## src/rtl/mcw_pkg.sv

```systemverilog
// Shared types, codes and constants of the multi-channel watchdog.
`timescale 1ns / 1ps

package mcw_pkg;

   localparam int NUM_CHANNELS_DEFAULT = 16;
   localparam int MAX_RESULTS          = 16;
   localparam int FOUND_W              = 5;
   localparam int CHAN_OUT_W           = 4;
   localparam int TIME_W               = 32;

   typedef enum logic [1:0] {
      ACT_TICK     = 2'd0,
      ACT_REGISTER = 2'd1,
      ACT_KICK     = 2'd2,
      ACT_SCAN     = 2'd3
   } action_type;

   typedef enum logic [2:0] {
      ST_OK          = 3'd0,
      ST_FULL        = 3'd1,
      ST_BAD_CHANNEL = 3'd2,
      ST_TIMED_OUT   = 3'd3,
      ST_NONE        = 3'd4
   } status_type;

   typedef enum logic {
      FSM_IDLE,
      FSM_SCAN
   } state_type;

   typedef struct packed {
      action_type         action;
      logic [7:0]         channel;
      logic [TIME_W-1:0]  timeout_ms;
   } req_type;

   typedef struct packed {
      status_type             status;
      logic [CHAN_OUT_W-1:0]  channel_out;
      logic [TIME_W-1:0]      elapsed_ms;
      logic                   last;
   } rsp_type;

endpackage

```

## src/rtl/mcw_table.sv

```systemverilog
// Channel table: last-kick and timeout memories, one write and one read port.
`timescale 1ns / 1ps

module mcw_table #(
   parameter int NUM_CHANNELS = mcw_pkg::NUM_CHANNELS_DEFAULT,
   parameter int IDX_W        = 4
) (
   input  logic                      clock,
   input  logic                      wr_kick_en,
   input  logic                      wr_tmo_en,
   input  logic [IDX_W-1:0]          wr_addr,
   input  logic [mcw_pkg::TIME_W-1:0] wr_kick,
   input  logic [mcw_pkg::TIME_W-1:0] wr_tmo,
   input  logic                      rd_en,
   input  logic [IDX_W-1:0]          rd_addr,
   output logic [mcw_pkg::TIME_W-1:0] rd_kick,
   output logic [mcw_pkg::TIME_W-1:0] rd_tmo
);
   import mcw_pkg::*;

   logic [TIME_W-1:0] kick_mem [NUM_CHANNELS];
   logic [TIME_W-1:0] tmo_mem  [NUM_CHANNELS];
   logic [TIME_W-1:0] rd_kick_ff;
   logic [TIME_W-1:0] rd_tmo_ff;

   always_ff @(posedge clock) begin
      if (wr_kick_en) begin
         kick_mem[wr_addr] <= wr_kick;
      end
      if (wr_tmo_en) begin
         tmo_mem[wr_addr] <= wr_tmo;
      end
   end

   // read data holds while no read is issued
   always_ff @(posedge clock) begin
      if (rd_en) begin
         rd_kick_ff <= kick_mem[rd_addr];
         rd_tmo_ff  <= tmo_mem[rd_addr];
      end
   end

   assign rd_kick = rd_kick_ff;
   assign rd_tmo  = rd_tmo_ff;

endmodule

```

## src/rtl/multi_channel_watchdog_core.sv

```systemverilog
// Top level of the multi-channel watchdog: command decode, scan sequencer, result register.
`timescale 1ns / 1ps
//
//  channel | ports                          | direction | item
//  --------+--------------------------------+-----------+-------------------------------
//  request | req_valid req_stall req_data   | in        | action, channel, timeout_ms
//  result  | rsp_valid rsp_stall rsp_data   | out       | status, channel_out, elapsed_ms, last
//
//  Tick, register and kick are each done at the accepting edge; register and kick
//  leave their result in the output register at that edge.
//  A scan reads the table memory at one entry per cycle while no timeout result
//  is stalled; read data is registered, and the scan closes out after the last compare.
//  Reset is synchronous and clears time, channel count and control; the table
//  memories are not cleared, only registered entries are ever read.
//  A stalled result holds the output register; a scan then holds its read and
//  compare stage on a hit while a timeout result is pending, until that result can move on.
//  One item is worked at a time: req_stall is high during a scan and while
//  the output register holds a result that is stalled.

module multi_channel_watchdog_core #(
   parameter int NUM_CHANNELS = mcw_pkg::NUM_CHANNELS_DEFAULT
) (
   input  logic             clock,
   input  logic             reset,
   input  logic             req_valid,
   output logic             req_stall,
   input  mcw_pkg::req_type req_data,
   output logic             rsp_valid,
   input  logic             rsp_stall,
   output mcw_pkg::rsp_type rsp_data
);
   import mcw_pkg::*;

   localparam int IDX_W = (NUM_CHANNELS > 1) ? $clog2(NUM_CHANNELS) : 1;
   localparam int UW    = $clog2(NUM_CHANNELS + 1);

   // control state
   state_type            state_ff, state_in;
   logic [TIME_W-1:0]    now_ff, now_in;
   logic [UW-1:0]        used_ff, used_in;
   logic [UW-1:0]        scan_idx_ff, scan_idx_in;
   logic [FOUND_W-1:0]   found_ff, found_in;
   logic                 chk_valid_ff, chk_valid_in;
   logic                 pend_valid_ff, pend_valid_in;
   logic                 rsp_valid_ff, rsp_valid_in;

   // payload
   logic [IDX_W-1:0]      chk_idx_ff, chk_idx_in;
   logic [CHAN_OUT_W-1:0] pend_chan_ff, pend_chan_in;
   logic [TIME_W-1:0]     pend_elapsed_ff, pend_elapsed_in;
   rsp_type               rsp_data_ff, rsp_data_in;

   // table ports
   logic              wr_kick_en, wr_tmo_en, rd_en;
   logic [IDX_W-1:0]  wr_addr, rd_addr;
   logic [TIME_W-1:0] rd_kick, rd_tmo;

   logic              out_free, req_accept, load_out;
   logic              hit, consume, more;
   logic [TIME_W-1:0] elapsed;

   mcw_table #(
      .NUM_CHANNELS (NUM_CHANNELS),
      .IDX_W        (IDX_W)
   ) u_table (
      .clock      (clock),
      .wr_kick_en (wr_kick_en),
      .wr_tmo_en  (wr_tmo_en),
      .wr_addr    (wr_addr),
      .wr_kick    (now_ff),
      .wr_tmo     (req_data.timeout_ms),
      .rd_en      (rd_en),
      .rd_addr    (rd_addr),
      .rd_kick    (rd_kick),
      .rd_tmo     (rd_tmo)
   );

   // output register may take a new result this cycle
   assign out_free   = !rsp_valid_ff || !rsp_stall;
   assign req_stall  = (state_ff != FSM_IDLE) || !out_free;
   assign req_accept = req_valid && !req_stall;

   // compare stage: elapsed time modulo 2^32 against the channel timeout
   assign elapsed = now_ff - rd_kick;
   assign hit     = elapsed > rd_tmo;

   always_comb begin
      state_in        = state_ff;
      now_in          = now_ff;
      used_in         = used_ff;
      scan_idx_in     = scan_idx_ff;
      found_in        = found_ff;
      chk_valid_in    = chk_valid_ff;
      chk_idx_in      = chk_idx_ff;
      pend_valid_in   = pend_valid_ff;
      pend_chan_in    = pend_chan_ff;
      pend_elapsed_in = pend_elapsed_ff;
      load_out        = 1'b0;
      rsp_data_in     = rsp_data_ff;
      wr_kick_en      = 1'b0;
      wr_tmo_en       = 1'b0;
      wr_addr         = used_ff[IDX_W-1:0];
      rd_en           = 1'b0;
      rd_addr         = scan_idx_ff[IDX_W-1:0];
      consume         = 1'b0;
      more            = 1'b0;

      case (state_ff)
         FSM_IDLE: begin
            if (req_accept) begin
               case (req_data.action)
                  ACT_TICK: begin
                     now_in = now_ff + 1'b1;
                  end
                  ACT_REGISTER: begin
                     load_out = 1'b1;
                     if (used_ff >= UW'(NUM_CHANNELS)) begin
                        rsp_data_in = '{ST_FULL, '0, '0, 1'b1};
                     end else begin
                        wr_kick_en  = 1'b1;
                        wr_tmo_en   = 1'b1;
                        rsp_data_in = '{ST_OK, CHAN_OUT_W'(used_ff), '0, 1'b1};
                        used_in     = used_ff + 1'b1;
                     end
                  end
                  ACT_KICK: begin
                     load_out = 1'b1;
                     if (9'(req_data.channel) >= 9'(used_ff)) begin
                        rsp_data_in = '{ST_BAD_CHANNEL, '0, '0, 1'b1};
                     end else begin
                        wr_kick_en  = 1'b1;
                        wr_addr     = req_data.channel[IDX_W-1:0];
                        rsp_data_in = '{ST_OK, req_data.channel[CHAN_OUT_W-1:0], '0, 1'b1};
                     end
                  end
                  ACT_SCAN: begin
                     state_in      = FSM_SCAN;
                     scan_idx_in   = '0;
                     found_in      = '0;
                     chk_valid_in  = 1'b0;
                     pend_valid_in = 1'b0;
                  end
                  default: begin
                  end
               endcase
            end
         end

         FSM_SCAN: begin
            // a hit pushes the previous pending result out, so it needs room
            consume = chk_valid_ff && !(hit && pend_valid_ff && !out_free);
            if (consume) begin
               chk_valid_in = 1'b0;
               if (hit) begin
                  if (pend_valid_ff) begin
                     load_out    = 1'b1;
                     rsp_data_in = '{ST_TIMED_OUT, pend_chan_ff, pend_elapsed_ff, 1'b0};
                  end
                  pend_valid_in   = 1'b1;
                  pend_chan_in    = CHAN_OUT_W'(chk_idx_ff);
                  pend_elapsed_in = elapsed;
                  found_in        = found_ff + 1'b1;
               end
            end

            // stop issuing reads at the end of the table or at the result cap
            more = (scan_idx_ff < used_ff) && (found_in < FOUND_W'(MAX_RESULTS));

            if ((!chk_valid_ff || consume) && more) begin
               rd_en        = 1'b1;
               chk_valid_in = 1'b1;
               chk_idx_in   = scan_idx_ff[IDX_W-1:0];
               scan_idx_in  = scan_idx_ff + 1'b1;
            end else if (!chk_valid_ff && !more && out_free) begin
               // close out: mark the held result last, or report none
               load_out = 1'b1;
               if (pend_valid_ff) begin
                  rsp_data_in = '{ST_TIMED_OUT, pend_chan_ff, pend_elapsed_ff, 1'b1};
               end else begin
                  rsp_data_in = '{ST_NONE, '0, '0, 1'b1};
               end
               pend_valid_in = 1'b0;
               state_in      = FSM_IDLE;
            end
         end

         default: begin
            state_in = FSM_IDLE;
         end
      endcase
   end

   always_comb begin
      rsp_valid_in = rsp_valid_ff;
      if (load_out) begin
         rsp_valid_in = 1'b1;
      end else if (!rsp_stall) begin
         rsp_valid_in = 1'b0;
      end
   end

   always_ff @(posedge clock) begin
      if (reset) begin
         state_ff      <= FSM_IDLE;
         now_ff        <= '0;
         used_ff       <= '0;
         scan_idx_ff   <= '0;
         found_ff      <= '0;
         chk_valid_ff  <= 1'b0;
         pend_valid_ff <= 1'b0;
         rsp_valid_ff  <= 1'b0;
      end else begin
         state_ff      <= state_in;
         now_ff        <= now_in;
         used_ff       <= used_in;
         scan_idx_ff   <= scan_idx_in;
         found_ff      <= found_in;
         chk_valid_ff  <= chk_valid_in;
         pend_valid_ff <= pend_valid_in;
         rsp_valid_ff  <= rsp_valid_in;
      end
   end

   always_ff @(posedge clock) begin
      chk_idx_ff      <= chk_idx_in;
      pend_chan_ff    <= pend_chan_in;
      pend_elapsed_ff <= pend_elapsed_in;
      if (load_out) begin
         rsp_data_ff <= rsp_data_in;
      end
   end

   assign rsp_valid = rsp_valid_ff;
   assign rsp_data  = rsp_data_ff;

   // no read in flight and no held result outside a scan
   a_idle_clean : assert property (@(posedge clock) disable iff (reset)
      (state_ff == FSM_IDLE) |-> (!chk_valid_ff && !pend_valid_ff))
      else $error("scan state left behind in idle");

   // channel count never passes the table size
   a_used_bound : assert property (@(posedge clock) disable iff (reset)
      used_ff <= UW'(NUM_CHANNELS))
      else $error("channel count exceeds table size");

   // a scan never reports more than the result cap
   a_found_bound : assert property (@(posedge clock) disable iff (reset)
      found_ff <= FOUND_W'(MAX_RESULTS))
      else $error("scan result count exceeds cap");

   // a result is never overwritten while it is stalled
   a_no_overwrite : assert property (@(posedge clock) disable iff (reset)
      (rsp_valid_ff && rsp_stall) |-> !load_out)
      else $error("stalled result overwritten");

endmodule
```

## config.mk

```make
export PLATFORM = sky130hd
export DESIGN_NAME = multi_channel_watchdog_core
export DESIGN_NICKNAME = d
export VERILOG_FILES = /design/src/rtl/mcw_pkg.sv /design/src/rtl/mcw_table.sv /design/src/rtl/multi_channel_watchdog_core.sv
export SDC_FILE = /design/constraint.sdc
export NUM_CORES = 1
export LEC_CHECK = 0
export BUFFER_PORTS_ARGS = -buffer_cell sky130_fd_sc_hd__buf_4
export CAP_MARGIN = 20
export CORE_AREA = 2 2 288 290
export DETAILED_ROUTE_END_ITERATION = 7
export DIE_AREA = 0 0 290 292
export PLACE_DENSITY = 0.74
export SLEW_MARGIN = 20
export SYNTH_ARGS = -nofsm -noshare
export SYNTH_HDL_FRONTEND = slang
export SYNTH_SLANG_ARGS = --single-unit
export TNS_END_PERCENT = 10
```

## constraint.sdc

```tcl
create_clock -name clock -period 9.7 [get_ports clock]
set_input_delay 2.91 -clock clock [delete_from_list [all_inputs] [get_ports clock]]
set_output_delay 2.91 -clock clock [all_outputs]
set_load 0.01 [all_outputs]
```

==> results.yml <==
pwr:
  pwr-share-seq: 0.564
  p_sw_mw: 2.03
  ir_drop_v: 0.000154
  p_clk_frac: 0.419
  p_leak_nw: 16.9
  p_per_area_mw_per_mm2: 187
  pwr-share-comb: 0.017
  switching_share: 0.198
  p_total_mw: 10.2
  p_int_mw: 8.20
placement:
  dpl.hpwl_um: 62200
  place_area_sq_mm: 0.0511
  io_buffers: 87
  place_congestion: 0.939
  dp_slack_ps: 2730
critical_path:
  crit_top_cell: "nand4_1"
  slowest_delay_ps: 790
  start_kind: "flip-flop"
  worstSetupPathType: "reg -> reg"
  required_ps: 10030
  crit_path_max_fanout: 43
  cp-end-kind: "flip-flop"
  worst-path-stages: 18
  slowest_stage: "dfxtp_1"
  cp.arrival_ps: 7520
  path_delay_family: "compound AO/OA/AOI/OAI gates"
  r2r_cells: 18
  cp_cell_sequence: "ha_1 > nor2b_1 > o31a_1 > a211oi_1 > a221o_1 > a211o_1 > nand4_1 > and2_1 > a311oi_1 > ha_1 > nand4_1 > nor3_1 > a221oi_1 > o211ai_1 > buf_4 > nand4_1 > nand2_4 > buf_4"
  crit_buf_inv: 2
final_layout:
  synthToLayoutAreaGrowth_pct: 12.5
  seq_area_sq_mm: 0.0361
  num-nets-final: 2672
  layout_commonest_cell: "edfxtp_1"
  final.fill_count: 5028
  multiInputGateArea_sq_mm: 0.0120
  fin_area_sq_mm: 0.0547
  final_cell_mix: "1,168 x edfxtp_1, 320 x mux4_2, 122 x buf_4"
  drive_above_1_share: 0.255
yosys:
  synth_cells: 2384
  syn_nets: 2512
  synth-edff-count: 1168
  synth.distinct_cells: 59
  syn-cell-area_sq_mm: 0.0486
  synth_top_area_share: 0.722
  synth-simple-area-share: 0.0311
  synth_seq_area_share: 0.743
  synthXorXnorAreaFrac: 0.0104
  synth_top_family_by_area: "multiplexers"
  yosys-top-cells-area: "edfxtp_1 72%, mux4_2 15%, dfxtp_1 2.1%"
  synth.mux.area_fraction: 0.150
  ys.flop_type: "edfxtp_1"
  synthAdderAreaFrac: 0.0213
  yosys.area.top_type: "edfxtp_1"
  synth_compound_area_frac: 0.0293
  ys_ff_latch: 1219
  yosysWarnings: 0
  postSynth.asyncResetShare: 0
  avgSynthCellArea_sq_um: 20.4
cts:
  h-tree-depth: 3
  clock_sinks: 1219
  post_cts_buffers: 0
  clockBufferDepth: 3
  cts_root_buffer: "clkbuf_16"
  cts_inserted_buffers: 115
  cts_resized: 0
  cts_tree: "built"
  cts-hold-fix-buffers: 0
  clk_pin_slew_worst_paths_ps: 60
  clk_latency_ps: 690
die:
  core_area_sq_mm: 0.0816
  dieArea_sq_mm: 0.0847
  die_w_um: 290
  die_y_um: 292
  rows: 105
  io_pins: 88
  initial_utilization: 0.596
route:
  vias: 24100
  dr.first_iter.drc_count: 2679
  antenna_left: 0
  route.detailed.wl_per_inst_um: 28.5
  drt_wl_total_um: 106000
  dr.pass1.iters: 7
  drc: 0
  viasPerCell: 6.48
sta:
  tightest_slew_ps: 1100
  skew_ps: 35.2
  slew_violations: 0
  setup_tns_ps: 0
  setup_viol: 0
  finalHoldViolations: 0
  setup_slack_ps: 2510
  finalCritPeriodShare: 0.742
  rsz0062_at_grt: "false"
  post-route-min-period_ps: 7190
  max_freq_mhz: 139
  worst_slew_margin_rel: 0.246
job:
  drv_cap: 0
status:
  status: "finished, final reports clean"
worst_hold_path:
  hold_depth: 0
  hold_class: "reg -> reg"
global_routing:
  use_met2: 0.409
  grt_pass1_vias: 24300
  track_usage: 0.253
  grt_max_degree: 91
  use_met3: 0.0459
  busiest_layer: "met2"
  antenna_found_initial: 1
  grt_pass1_wl_um: 158000
  gr-usage-met1: 0.369
  grt-ovfl-total: 0
worst paths after layout:
path,slack (ps),to,from
max reg2reg,2510,u_table.rd_tmo[31],now_ff[1]
min,420,pend_chan_ff[0],chk_idx_ff[0]
min reg2reg,420,pend_chan_ff[0],chk_idx_ff[0]
max,2510,u_table.rd_tmo[31],now_ff[1]
metrics by stage:
stage / std cells / hold WS, ps / util
2_1_floorplan: 2384 / 400 / -
3_3_place_gp: 3482 / 403 / 0.622
3_5_place_dp: 3495 / 406 / 0.626
4_1_cts: 3710 / 422 / 0.670
5_1_grt: 3713 / 435 / 0.671
6_report: 3713 / 421 / 0.671
area by class of cell:
cell class	count	area share
Antenna cell	1	0.0000457
Clock buffer	149	0.0559
Clock inverter	66	0.0100
Inverter	90	0.00617
Multi-Input combinational cell	980	0.220
Sequential cell	1219	0.660
Tap cell	1070	0.0245
Timing Repair Buffer	138	0.0231
cell families after synthesis:
| logic type | Yosys count |
|---|---|
| buffers and inverters | 185 |
| AO/OA/AOI/OAI | 209 |
| adder cells (fa/ha/maj) | 82 |
| AND/OR/NAND/NOR | 301 |
| multiplexers | 330 |
| XOR/XNOR | 58 |
| flip-flops | 1219 |
power groups by stage:
stage / Sequential (mW) / Clock (mW) / Combinational [mW]
final: 5.77 / 4.29 / 0.177
after global routing: 5.77 / 4.55 / 0.191
after CTS: 5.77 / 4.35 / 0.177
after detailed placement: 5.88 / 0 / 0.175
after global placement: 5.88 / 0 / 0.167
after floorplan: 5.88 / 0 / 0.0716
metal layers:
layer | vias to the layer above | wire length (um) | share of wire
li1 | 10200 | - | -
met1 | 12600 | 43100 | 0.41
met2 | 1171 | 51800 | 0.49
met3 | 141 | 9330 | 0.088
met4 | 0 | 1750 | 0.017
met5 | - | 0 | 0
synth_stat cells, drive strengths merged, types with 32 or more instances:
cell,instances
clkbuf,62
buf,33
edfxtp,1168
inv,90
dfxtp,51
ha,81
nor2,105
a22o,33
a21oi,61
nand2,41
nand4,32
mux4,320
state kept, by name, summed over array words and instances (netlist names), 4 cells and up:
name,count
u_table.kick_mem,512
u_table.tmo_mem,512
u_table.rd_tmo,32
chk_idx_ff,4
found_ff,5
scan_idx_ff,5
used_ff,5
u_table.rd_kick,32
pend_elapsed_ff,32
now_ff,32
rsp_data,40
pend_chan_ff,4
No activity file was read; power rests on OpenSTA's default activity.
